`src/hdl/assert_macros.svh`:
```
// Assertion macros for the evaluator RTL.
`ifndef ASSERT_MACROS_SVH
`define ASSERT_MACROS_SVH

// Same-cycle implication, disabled while reset is held.
`define AEE_ASSERT_IMP(lbl, clk, rst_n, ante, cons) \
    lbl: assert property (@(posedge clk) disable iff (!rst_n) (ante) |-> (cons)) \
        else $error("assertion failed");

// Next-cycle implication, disabled while reset is held.
`define AEE_ASSERT_NXT(lbl, clk, rst_n, ante, cons) \
    lbl: assert property (@(posedge clk) disable iff (!rst_n) (ante) |=> (cons)) \
        else $error("assertion failed");

`endif

```
`src/hdl/aeeval_pkg.sv`:
```
// Package: types, constants and helpers of the assignment expression evaluator.
package aeeval_pkg;

    localparam int VALUE_WIDTH = 32;
    localparam int ADD_W       = VALUE_WIDTH + 2;
    localparam int CNT_W       = $clog2(VALUE_WIDTH + 1);
    localparam int NUM_VARS    = 26;
    localparam int OUT_W       = 32;

    typedef logic [VALUE_WIDTH-1:0] t_value;
    typedef logic [4:0]             t_var_idx;

    localparam logic [7:0] CH_SPACE = 8'd32;
    localparam logic [7:0] CH_PLUS  = 8'd43;
    localparam logic [7:0] CH_MINUS = 8'd45;
    localparam logic [7:0] CH_STAR  = 8'd42;
    localparam logic [7:0] CH_SLASH = 8'd47;
    localparam logic [7:0] CH_EQ    = 8'd61;
    localparam logic [7:0] CH_DOT   = 8'd46;
    localparam logic [7:0] CH_ZERO  = 8'd48;
    localparam logic [7:0] CH_NINE  = 8'd57;
    localparam logic [7:0] CH_LA    = 8'd97;
    localparam logic [7:0] CH_LZ    = 8'd122;

    typedef enum logic [2:0] {
        OP_NONE = 3'd0,
        OP_ADD  = 3'd1,
        OP_SUB  = 3'd2,
        OP_MUL  = 3'd3,
        OP_DIV  = 3'd4,
        OP_KEEP = 3'd5
    } t_op;

    // Where the parser is within the line.
    typedef enum logic [2:0] {
        PH_TARGET  = 3'd0,
        PH_EQUALS  = 3'd1,
        PH_OPERAND = 3'd2,
        PH_AFTER   = 3'd3,
        PH_INT     = 3'd4,
        PH_FRAC    = 3'd5,
        PH_ERROR   = 3'd6
    } t_phase;

    // Line status carried by a result transaction.
    typedef enum logic [1:0] {
        ST_OK      = 2'd0,
        ST_SYNTAX  = 2'd1,
        ST_UNDEF   = 2'd2,
        ST_DIVZERO = 2'd3
    } t_status;

    typedef struct packed {
        logic [7:0] ch;
        logic       line_end;
    } t_in_item;

    typedef struct packed {
        logic [4:0]        target_var;
        logic signed [31:0] value;
        logic [1:0]        status;
    } t_out_item;

    typedef struct packed {
        logic start;
        t_op  op;
    } t_alu_req;

    typedef struct packed {
        logic   done;
        t_value result;
    } t_alu_rsp;

    function automatic t_op op_code(input logic [7:0] c);
        t_op o;
        unique case (c)
            CH_PLUS:  o = OP_ADD;
            CH_MINUS: o = OP_SUB;
            CH_STAR:  o = OP_MUL;
            CH_SLASH: o = OP_DIV;
            CH_EQ:    o = OP_KEEP;
            default:  o = OP_NONE;
        endcase
        return o;
    endfunction

endpackage

```
`src/hdl/aeeval_alu.sv`:
```
// Shared arithmetic unit: one adder, iterated for shift-add multiply and restoring divide.
module aeeval_alu (
    input  logic                i_clk,
    input  logic                i_rst_n,
    input  aeeval_pkg::t_alu_req i_req,
    input  aeeval_pkg::t_value   i_a,
    input  aeeval_pkg::t_value   i_b,
    output aeeval_pkg::t_alu_rsp o_rsp
);

    localparam int W = aeeval_pkg::VALUE_WIDTH;

    typedef enum logic [3:0] {
        A_IDLE = 4'b0001,
        A_MUL  = 4'b0010,
        A_DIV  = 4'b0100,
        A_FIX  = 4'b1000
    } t_alu_state;

    t_alu_state                       r_state;
    logic [aeeval_pkg::CNT_W-1:0]     r_cnt;
    aeeval_pkg::t_value               r_x;   // multiplicand, or dividend/quotient
    aeeval_pkg::t_value               r_y;   // multiplier, or divisor magnitude
    aeeval_pkg::t_value               r_acc; // product, or partial remainder
    logic                             r_neg;
    logic                             r_done;
    aeeval_pkg::t_value               r_result;

    logic [aeeval_pkg::ADD_W-1:0] w_add_a, w_add_b, w_sum;
    logic                         w_sub;
    logic                         w_last_step;
    aeeval_pkg::t_value           w_a_mag, w_b_mag;

    // the one adder
    always_comb begin
        w_add_a = '0;
        w_add_b = '0;
        w_sub   = 1'b0;
        unique case (r_state)
            A_IDLE: begin
                w_add_a = {2'b00, i_a};
                w_add_b = {2'b00, i_b};
                w_sub   = (i_req.op == aeeval_pkg::OP_SUB);
            end
            A_MUL: begin
                w_add_a = {2'b00, r_acc};
                w_add_b = {2'b00, r_x};
            end
            A_DIV: begin
                w_add_a = {1'b0, r_acc, r_x[W-1]};
                w_add_b = {2'b00, r_y};
                w_sub   = 1'b1;
            end
            A_FIX: begin
                w_add_b = {2'b00, r_x};
                w_sub   = 1'b1;
            end
            default: ;
        endcase
        w_sum = w_add_a + (w_sub ? ~w_add_b : w_add_b) + aeeval_pkg::ADD_W'(w_sub);
    end

    assign w_a_mag     = i_a[W-1] ? (~i_a + W'(1)) : i_a;
    assign w_b_mag     = i_b[W-1] ? (~i_b + W'(1)) : i_b;
    assign w_last_step = (r_cnt == aeeval_pkg::CNT_W'(W - 1));

    always_ff @(posedge i_clk) begin
        if (!i_rst_n) begin
            r_state <= A_IDLE;
            r_done  <= 1'b0;
        end else begin
            r_done <= 1'b0;
            unique case (r_state)
                A_IDLE: begin
                    if (i_req.start) begin
                        r_cnt <= '0;
                        r_acc <= '0;
                        case (i_req.op)
                            aeeval_pkg::OP_ADD, aeeval_pkg::OP_SUB: begin
                                r_result <= w_sum[W-1:0];
                                r_done   <= 1'b1;
                            end
                            aeeval_pkg::OP_MUL: begin
                                r_x     <= i_a;
                                r_y     <= i_b;
                                r_state <= A_MUL;
                            end
                            aeeval_pkg::OP_DIV: begin
                                r_x     <= w_a_mag;
                                r_y     <= w_b_mag;
                                r_neg   <= i_a[W-1] ^ i_b[W-1];
                                r_state <= A_DIV;
                            end
                            default: begin
                                r_result <= i_a;
                                r_done   <= 1'b1;
                            end
                        endcase
                    end
                end
                A_MUL: begin
                    if (r_y[0]) begin
                        r_acc <= w_sum[W-1:0];
                    end
                    r_x <= {r_x[W-2:0], 1'b0};
                    r_y <= {1'b0, r_y[W-1:1]};
                    r_cnt <= r_cnt + aeeval_pkg::CNT_W'(1);
                    if (w_last_step) begin
                        r_result <= r_y[0] ? w_sum[W-1:0] : r_acc;
                        r_done   <= 1'b1;
                        r_state  <= A_IDLE;
                    end
                end
                A_DIV: begin
                    // borrow clear: divisor fits, quotient bit is one
                    if (!w_sum[aeeval_pkg::ADD_W-1]) begin
                        r_acc <= w_sum[W-1:0];
                    end else begin
                        r_acc <= {r_acc[W-2:0], r_x[W-1]};
                    end
                    r_x   <= {r_x[W-2:0], ~w_sum[aeeval_pkg::ADD_W-1]};
                    r_cnt <= r_cnt + aeeval_pkg::CNT_W'(1);
                    if (w_last_step) begin
                        r_state <= A_FIX;
                    end
                end
                A_FIX: begin
                    r_result <= r_neg ? w_sum[W-1:0] : r_x;
                    r_done   <= 1'b1;
                    r_state  <= A_IDLE;
                end
                default: r_state <= A_IDLE;
            endcase
        end
    end

    assign o_rsp.done   = r_done;
    assign o_rsp.result = r_result;

endmodule

```
`src/hdl/assignment_expression_evaluator_unit.sv`:
```
// Top level: character-serial left-to-right assignment evaluator with 26 variables.
// Flow: a character is accepted and then decoded; one that applies +, -, * or / waits on
//   the shared ALU, where * and / iterate its loop.
// The last character of a line also finishes it, first folding in a number that it
//   completes (through the ALU when that number applies an operator); the result then
//   sits in an output register, and a new line may start while it waits to be taken.
// Reset (synchronous, active low) clears all variable defined bits and line state at once.
`include "assert_macros.svh"

module assignment_expression_evaluator_unit (
    input  logic                  i_clk,
    input  logic                  i_rst_n,
    input  logic                  i_in_valid,
    output logic                  o_in_ready,
    input  aeeval_pkg::t_in_item  i_in_data,
    output logic                  o_out_valid,
    input  logic                  i_out_ready,
    output aeeval_pkg::t_out_item o_out_data
);

    localparam int W = aeeval_pkg::VALUE_WIDTH;

    // Sequencer: idle/accept, decode one character, wait on the ALU, finish a line.
    typedef enum logic [3:0] {
        S_IDLE   = 4'b0001,
        S_PARSE  = 4'b0010,
        S_EXEC   = 4'b0100,
        S_FINISH = 4'b1000
    } t_state;

    t_state               r_state, n_state;
    aeeval_pkg::t_value   r_acc, n_acc;
    aeeval_pkg::t_value   r_num, n_num;
    aeeval_pkg::t_op      r_pend, n_pend;
    aeeval_pkg::t_phase   r_phase, n_phase;
    aeeval_pkg::t_status  r_status, n_status;
    aeeval_pkg::t_var_idx r_target, n_target;

    // captured character of the current transaction
    logic [7:0] r_ch;
    logic       r_last;

    // variable file: values need no reset, defined bits do
    aeeval_pkg::t_value r_var_val [aeeval_pkg::NUM_VARS];
    logic [aeeval_pkg::NUM_VARS-1:0] r_var_def;

    aeeval_pkg::t_out_item r_out;
    logic                  r_out_valid;

    // decode of the captured character
    logic                 w_is_letter, w_is_digit;
    aeeval_pkg::t_op      w_op;
    aeeval_pkg::t_var_idx w_letter_idx;
    aeeval_pkg::t_value   w_digit;
    aeeval_pkg::t_value   w_num_x10;

    // operand application
    logic                 w_apply_en;
    aeeval_pkg::t_value   w_apply_v;
    aeeval_pkg::t_alu_req w_alu_req;
    aeeval_pkg::t_alu_rsp w_alu_rsp;

    logic                w_out_free;
    logic                w_emit;
    aeeval_pkg::t_status w_final_status;

    assign w_is_letter  = (r_ch >= aeeval_pkg::CH_LA) && (r_ch <= aeeval_pkg::CH_LZ);
    assign w_is_digit   = (r_ch >= aeeval_pkg::CH_ZERO) && (r_ch <= aeeval_pkg::CH_NINE);
    assign w_op         = aeeval_pkg::op_code(r_ch);
    assign w_letter_idx = 5'(r_ch - aeeval_pkg::CH_LA);
    assign w_digit      = W'(r_ch[3:0]);
    // n*10 as (n<<3)+(n<<1), wrapping at the value width
    assign w_num_x10    = {r_num[W-4:0], 3'b000} + {r_num[W-2:0], 1'b0};

    assign w_out_free     = !r_out_valid || i_out_ready;
    // by the time a line is emitted a trailing number has been folded in
    assign w_final_status = (r_phase != aeeval_pkg::PH_AFTER) ? aeeval_pkg::ST_SYNTAX : r_status;

    aeeval_alu u_alu (
        .i_clk   (i_clk),
        .i_rst_n (i_rst_n),
        .i_req   (w_alu_req),
        .i_a     (r_acc),
        .i_b     (w_apply_v),
        .o_rsp   (w_alu_rsp)
    );

    always_comb begin
        n_state    = r_state;
        n_acc      = r_acc;
        n_num      = r_num;
        n_pend     = r_pend;
        n_phase    = r_phase;
        n_status   = r_status;
        n_target   = r_target;
        w_apply_en = 1'b0;
        w_apply_v  = r_num;
        w_alu_req  = '0;
        w_alu_req.op = r_pend;
        w_emit     = 1'b0;

        // character decode and line bookkeeping
        unique case (r_state)
            S_IDLE: begin
                if (i_in_valid) begin
                    n_state = S_PARSE;
                end
            end
            S_PARSE: begin
                n_state = r_last ? S_FINISH : S_IDLE;
                if (r_ch != aeeval_pkg::CH_SPACE) begin
                    case (r_phase)
                        aeeval_pkg::PH_TARGET: begin
                            if (w_is_letter) begin
                                n_target = w_letter_idx;
                                n_phase  = aeeval_pkg::PH_EQUALS;
                            end else begin
                                n_status = aeeval_pkg::ST_SYNTAX;
                                n_phase  = aeeval_pkg::PH_ERROR;
                            end
                        end
                        aeeval_pkg::PH_EQUALS: begin
                            if (r_ch == aeeval_pkg::CH_EQ) begin
                                n_pend  = aeeval_pkg::OP_NONE;
                                n_phase = aeeval_pkg::PH_OPERAND;
                            end else begin
                                n_status = aeeval_pkg::ST_SYNTAX;
                                n_phase  = aeeval_pkg::PH_ERROR;
                            end
                        end
                        aeeval_pkg::PH_OPERAND: begin
                            if (w_is_letter) begin
                                n_phase = aeeval_pkg::PH_AFTER;
                                if (r_status == aeeval_pkg::ST_OK) begin
                                    if (!r_var_def[w_letter_idx]) begin
                                        n_status = aeeval_pkg::ST_UNDEF;
                                    end else begin
                                        w_apply_en = 1'b1;
                                        w_apply_v  = r_var_val[w_letter_idx];
                                    end
                                end
                            end else if (w_is_digit) begin
                                n_num   = w_digit;
                                n_phase = aeeval_pkg::PH_INT;
                            end else begin
                                n_status = aeeval_pkg::ST_SYNTAX;
                                n_phase  = aeeval_pkg::PH_ERROR;
                            end
                        end
                        aeeval_pkg::PH_AFTER: begin
                            if (w_op != aeeval_pkg::OP_NONE) begin
                                n_pend  = w_op;
                                n_phase = aeeval_pkg::PH_OPERAND;
                            end else begin
                                n_status = aeeval_pkg::ST_SYNTAX;
                                n_phase  = aeeval_pkg::PH_ERROR;
                            end
                        end
                        aeeval_pkg::PH_INT, aeeval_pkg::PH_FRAC: begin
                            if (w_is_digit) begin
                                // fraction digits are dropped
                                if (r_phase == aeeval_pkg::PH_INT) begin
                                    n_num = w_num_x10 + w_digit;
                                end
                            end else if (r_ch == aeeval_pkg::CH_DOT &&
                                         r_phase == aeeval_pkg::PH_INT) begin
                                n_phase = aeeval_pkg::PH_FRAC;
                            end else if (w_op != aeeval_pkg::OP_NONE) begin
                                w_apply_en = 1'b1;
                                n_pend     = w_op;
                                n_phase    = aeeval_pkg::PH_OPERAND;
                            end else begin
                                n_status = aeeval_pkg::ST_SYNTAX;
                                n_phase  = aeeval_pkg::PH_ERROR;
                            end
                        end
                        default: ;
                    endcase
                end
            end
            S_EXEC: begin
                if (w_alu_rsp.done) begin
                    n_acc   = w_alu_rsp.result;
                    n_state = r_last ? S_FINISH : S_IDLE;
                end
            end
            S_FINISH: begin
                if (r_phase == aeeval_pkg::PH_INT || r_phase == aeeval_pkg::PH_FRAC) begin
                    // fold in the number that the line ended on, then come back
                    w_apply_en = 1'b1;
                    n_phase    = aeeval_pkg::PH_AFTER;
                end else if (w_out_free) begin
                    w_emit   = 1'b1;
                    n_acc    = '0;
                    n_num    = '0;
                    n_pend   = aeeval_pkg::OP_NONE;
                    n_phase  = aeeval_pkg::PH_TARGET;
                    n_status = aeeval_pkg::ST_OK;
                    n_target = '0;
                    n_state  = S_IDLE;
                end
            end
            default: n_state = S_IDLE;
        endcase

        // apply a completed operand under the pending operator; once the line
        // carries a status nothing more is evaluated
        if (w_apply_en && r_status == aeeval_pkg::ST_OK) begin
            case (r_pend)
                aeeval_pkg::OP_NONE: n_acc = w_apply_v;
                aeeval_pkg::OP_ADD, aeeval_pkg::OP_SUB, aeeval_pkg::OP_MUL: begin
                    w_alu_req.start = 1'b1;
                end
                aeeval_pkg::OP_DIV: begin
                    if (w_apply_v == '0) begin
                        n_acc    = '1;
                        n_status = aeeval_pkg::ST_DIVZERO;
                    end else begin
                        w_alu_req.start = 1'b1;
                    end
                end
                default: ; // '=' keeps the left value
            endcase
        end

        if (w_alu_req.start) begin
            n_state = S_EXEC;
        end
    end

    always_ff @(posedge i_clk) begin
        if (!i_rst_n) begin
            r_state  <= S_IDLE;
            r_acc    <= '0;
            r_num    <= '0;
            r_pend   <= aeeval_pkg::OP_NONE;
            r_phase  <= aeeval_pkg::PH_TARGET;
            r_status <= aeeval_pkg::ST_OK;
            r_target <= '0;
        end else begin
            r_state  <= n_state;
            r_acc    <= n_acc;
            r_num    <= n_num;
            r_pend   <= n_pend;
            r_phase  <= n_phase;
            r_status <= n_status;
            r_target <= n_target;
        end
    end

    // capture of the incoming transaction
    always_ff @(posedge i_clk) begin
        if (i_in_valid && o_in_ready) begin
            r_ch   <= i_in_data.ch;
            r_last <= i_in_data.line_end;
        end
    end

    // variable file: a good line, or one stopped by a zero divisor, assigns its target
    always_ff @(posedge i_clk) begin
        if (!i_rst_n) begin
            r_var_def <= '0;
        end else if (w_emit && (w_final_status == aeeval_pkg::ST_OK ||
                                w_final_status == aeeval_pkg::ST_DIVZERO)) begin
            r_var_def[r_target] <= 1'b1;
        end
    end

    always_ff @(posedge i_clk) begin
        if (w_emit && (w_final_status == aeeval_pkg::ST_OK ||
                       w_final_status == aeeval_pkg::ST_DIVZERO)) begin
            r_var_val[r_target] <= r_acc;
        end
    end

    // output register decouples the result transaction from the parser
    always_ff @(posedge i_clk) begin
        if (!i_rst_n) begin
            r_out_valid <= 1'b0;
        end else if (w_emit) begin
            r_out_valid <= 1'b1;
        end else if (i_out_ready) begin
            r_out_valid <= 1'b0;
        end
    end

    always_ff @(posedge i_clk) begin
        if (w_emit) begin
            r_out.status <= w_final_status;
            case (w_final_status)
                aeeval_pkg::ST_OK, aeeval_pkg::ST_DIVZERO: begin
                    r_out.target_var <= r_target;
                    r_out.value      <= aeeval_pkg::OUT_W'(r_acc);
                end
                aeeval_pkg::ST_UNDEF: begin
                    r_out.target_var <= r_target;
                    r_out.value      <= '0;
                end
                default: begin
                    r_out.target_var <= '0;
                    r_out.value      <= '0;
                end
            endcase
        end
    end

    assign o_in_ready  = (r_state == S_IDLE);
    assign o_out_valid = r_out_valid;
    assign o_out_data  = r_out;

    // checks
    `AEE_ASSERT_IMP(a_out_target_range, i_clk, i_rst_n,
        o_out_valid, o_out_data.target_var <= 5'd25)
    `AEE_ASSERT_IMP(a_undef_value_zero, i_clk, i_rst_n,
        o_out_valid && o_out_data.status == aeeval_pkg::ST_UNDEF, o_out_data.value == '0)
    `AEE_ASSERT_IMP(a_syntax_fields_zero, i_clk, i_rst_n,
        o_out_valid && o_out_data.status == aeeval_pkg::ST_SYNTAX,
        o_out_data.value == '0 && o_out_data.target_var == '0)
    `AEE_ASSERT_IMP(a_alu_done_in_exec, i_clk, i_rst_n, w_alu_rsp.done, r_state == S_EXEC)
    `AEE_ASSERT_NXT(a_accept_to_parse, i_clk, i_rst_n, i_in_valid && o_in_ready, r_state == S_PARSE)

endmodule
```
`config.mk`:
```
export PLATFORM = sky130hd
export DESIGN_NAME = assignment_expression_evaluator_unit
export DESIGN_NICKNAME = d
export VERILOG_FILES = /design/src/hdl/aeeval_pkg.sv /design/src/hdl/aeeval_alu.sv /design/src/hdl/assignment_expression_evaluator_unit.sv
export VERILOG_INCLUDE_DIRS = /design/src /design/src/hdl
export SDC_FILE = /design/constraint.sdc
export NUM_CORES = 2
export LEC_CHECK = 0
export ABC_AREA = 1
export BUFFER_PORTS_ARGS = -buffer_cell sky130_fd_sc_hd__buf_2
export CAP_MARGIN = 20
export CORE_AREA = 2 2 381 421
export CTS_CLUSTER_DIAMETER = 30
export DETAILED_ROUTE_END_ITERATION = 16
export DIE_AREA = 0 0 383 423
export GPL_ROUTABILITY_DRIVEN = 1
export PLACE_DENSITY = 0.53
export SYNTH_ARGS = -nofsm -noshare
export SYNTH_HDL_FRONTEND = slang
export SYNTH_SLANG_ARGS = --single-unit
```
`constraint.sdc`:
```
create_clock -name i_clk -period 7.7 [get_ports i_clk]
set_clock_uncertainty 0.05 [all_clocks]
set_input_delay 1.155 -clock i_clk [delete_from_list [all_inputs] [get_ports i_clk]]
set_output_delay 1.155 -clock i_clk [all_outputs]
set_load 0.02 [all_outputs]
```
==> metrics.txt <==
routed length per instance around 24 um; via-per-instance ratio around 5.4; Total Routing Usage GR 0.2282; Worst IR Drop VDD about 0.23 mV; CP arrival roughly 7600 ps; outcome finished, final reports clean; ANT nets after route 0; adder-cell share of the synthesized area 0.02367; Logic pwr share 0.062; fraction of the mapped netlist area in compound gates 0.1207; largest fanout on the critical path 34; clk root buf clkbuf_16; most frequent CP cell nand2_1; number of global-route vias before repair 42000; sequential fraction of the synthesis area 0.5966; Synth Instances between 5000 and 6000; Area Growth Syn to Fin 20.33%; CTS sink cnt 1128; CP required around 8200 ps; Slew HR 0.2185; worst slack, placed 797.2 ps; setup TNS 0 ps; drt pass-1 iters 6; GP Congestion roughly 0.96; number of synthesized flops with an enable pin just over 1000; Hold WC Path Type reg -> reg; Synth top area share 0.5554; Int Power 13.60 mW; Final nets 5810; Synth area leaders edfxtp_1, nand2_1, nand3_1; final hold violations 0; slack of the critical path between 600 and 700 ps; area leader, netlist edfxtp_1; initial core utilization 0.3483; Slew @ Worst Pin 1172 ps; die width between 300 and 400 um; Max clock buf depth 3; critical setup path kind reg -> reg; Syn Area/Cell approximately 9.9 um^2; Sw Ratio 0.2427; leading cell types in the layout, fill and taps excluded nand2_1, edfxtp_1, nand3_1; row count around 150; CTS tree built; proportion of layout cells with a drive suffix above 1 0.1244; Post-CTS Setup Inserts 0; Synth Area in Simple Gates 0.1897; Crit path largest cell delay 560 ps; Flop pwr share 0.368; drt drc 0; Pleak between 20 and 25 nW; DP HPWL 114600 um; DRT Wirelength 188200 um; Switch Pwr around 4.4 mW; synth unique cells 68; Power Dens Cells ~270 mW/mm^2; PnR Total Power 17.96 mW; Yosys reg bits about 1100; Post-Layout Cell Count around 8000; Critical Path Start Type flop; main combinational cell family by area after synthesis simple AND/OR/NAND/NOR gates; Die ar. ~0.16 mm^2; largest net degree at the start of global routing 187; Port Buffers 53; initial antenna violation count 0; Post-Synth XOR/XNOR Area 0.01803; post-cts resize count 0; Synth async-reset ratio 0; yosys warns 0; Slowest cell on crit path o221ai_1; Die H roughly 420 um; fin crit share 0.9138; clock latency on the worst-skew pair roughly 850 ps; RSZ-0062 raised after global routing false; synthesized area around 0.055 mm^2; CTS clk-pin slew, worst paths around 50 ps; Num CTS Buffers 240; Clock power frac 0.570; Std-Cell Core Area between 0.15 and 0.2 mm^2; Fmax 142.1 MHz; Final setup viols 0; commonest non-fill, non-tap cell in the layout nand2_1; minimum clock period 7036 ps; total grt overflow 0; Max Cap Viol 0; Post-Syn Nets 5681; Top Ports between 50 and 60; Iter 0 DRT Violations approximately 4300; CTS Hold Buffers Added 0; Inst Count DP between 7000 and 8000; mux contribution to synthesized area 0; # H-tree levels 4; Worst setup EP type flop; first-pass GRT wire length approximately 280000 um; via count 43300; dominant register cell in the synthesized netlist edfxtp_1; final slew viol count 0
==> sequential cells by signal, indices dropped and copies added (netlist names), 3 cells and up <==
name	count
u_alu.r_y	32
r_var_val	832
u_alu.r_cnt	6
u_alu.r_x	32
r_num	32
o_out_data	39
r_phase	3
r_ch	8
r_target	5
r_var_def	26
r_state	4
u_alu.r_state	4
r_pend	3
u_alu.r_acc	32
r_acc	32
u_alu.r_result	32
==> cell families after synthesis <==
group / after synthesis
AO/OA/AOI/OAI: 1140
XOR/XNOR: 113
adder cells (fa/ha/maj): 102
buffers and inverters: 602
flip-flops: 1128
AND/OR/NAND/NOR: 2481
==> area by class of cell <==
cell class	count	area, um^2
Antenna cell	1	2.502
Clock buffer	294	6457
Clock inverter	162	1800
Fill cell	15190	91520
Inverter	290	1116
Multi-Input combinational cell	3836	19620
Sequential cell	1128	32740
Tap cell	2092	2618
Timing Repair Buffer	199	1677
==> routing by layer <==
layer,vias to the layer above,GRT usage,wire length (um)
li1,19920,-,-
met2,1718,0.3856,91740
met1,21290,0.2915,77440
met3,375,0.03748,12230
met4,0,0.08871,6833
met5,-,0,0
==> per-stage QoR <==
| stage | util | hold WS (ps) | instance area, um^2 |
|---|---|---|---|
| 2_1_floorplan | - | 390.6 | 54880 |
| 3_3_place_gp | 0.3652 | 398.0 | 57530 |
| 3_5_place_dp | 0.3657 | 402.6 | 57610 |
| 4_1_cts | 0.4181 | 387.6 | 65870 |
| 5_1_grt | 0.4191 | 404.7 | 66030 |
| 6_report | 0.4191 | 413.2 | 66030 |
==> power by group through the flow <==
| stage | Sequential, mW | Combinational [mW] | Clock [mW] |
|---|---|---|---|
| 2_1_floorplan | 6.72 | 0.764 | 0 |
| 3_3_place_gp | 6.72 | 1.11 | 0 |
| 3_5_place_dp | 6.72 | 1.11 | 0 |
| 4_1_cts | 6.61 | 1.11 | 10.3 |
| 5_1_grt | 6.60 | 1.21 | 10.7 |
| 6_report | 6.61 | 1.11 | 10.2 |
==> worst max-delay path: cells and delay by family (launching register included) <==
kind	cells	cell delay, ps
AO/OA/AOI/OAI	5	1590
adder cells (fa/ha/maj)	2	610
AND/OR/NAND/NOR	16	2590
XOR/XNOR	1	110
flip-flops	1	420
buffers and inverters	9	1340
==> final timing paths <==
kind / start / end / slack, ps / cells past startpoint
hold reg to reg: r_var_def[5] / r_var_def[5] / 410 / 1
setup reg to reg: r_ch[0] / u_alu.r_acc[19] / 660 / 33
setup / recovery: r_ch[0] / u_alu.r_acc[19] / 660 / 33
hold / removal: r_var_def[5] / r_var_def[5] / 410 / 1
==> Yosys cell counts, types with 16 or more instances <==
| master | instances |
|---|---|
| nand2_1 | 1510 |
| edfxtp_1 | 1015 |
| nand3_1 | 458 |
| a21oi_1 | 431 |
| nor2_1 | 329 |
| o21ai_0 | 299 |
| inv_1 | 266 |
| clkbuf_1 | 120 |
| a22oi_1 | 119 |
| dfxtp_1 | 113 |
| buf_2 | 101 |
| ha_1 | 99 |
| xor2_1 | 94 |
| nor3_1 | 79 |
| o21ai_1 | 63 |
| o211ai_1 | 58 |
| buf_6 | 39 |
| o21a_1 | 33 |
| buf_4 | 32 |
| o221ai_1 | 25 |
| a31oi_1 | 20 |
| inv_2 | 20 |
| o22ai_1 | 20 |
| buf_1 | 19 |
| xnor2_1 | 19 |
| nor2_2 | 16 |
(Power assumes the default switching activity.)
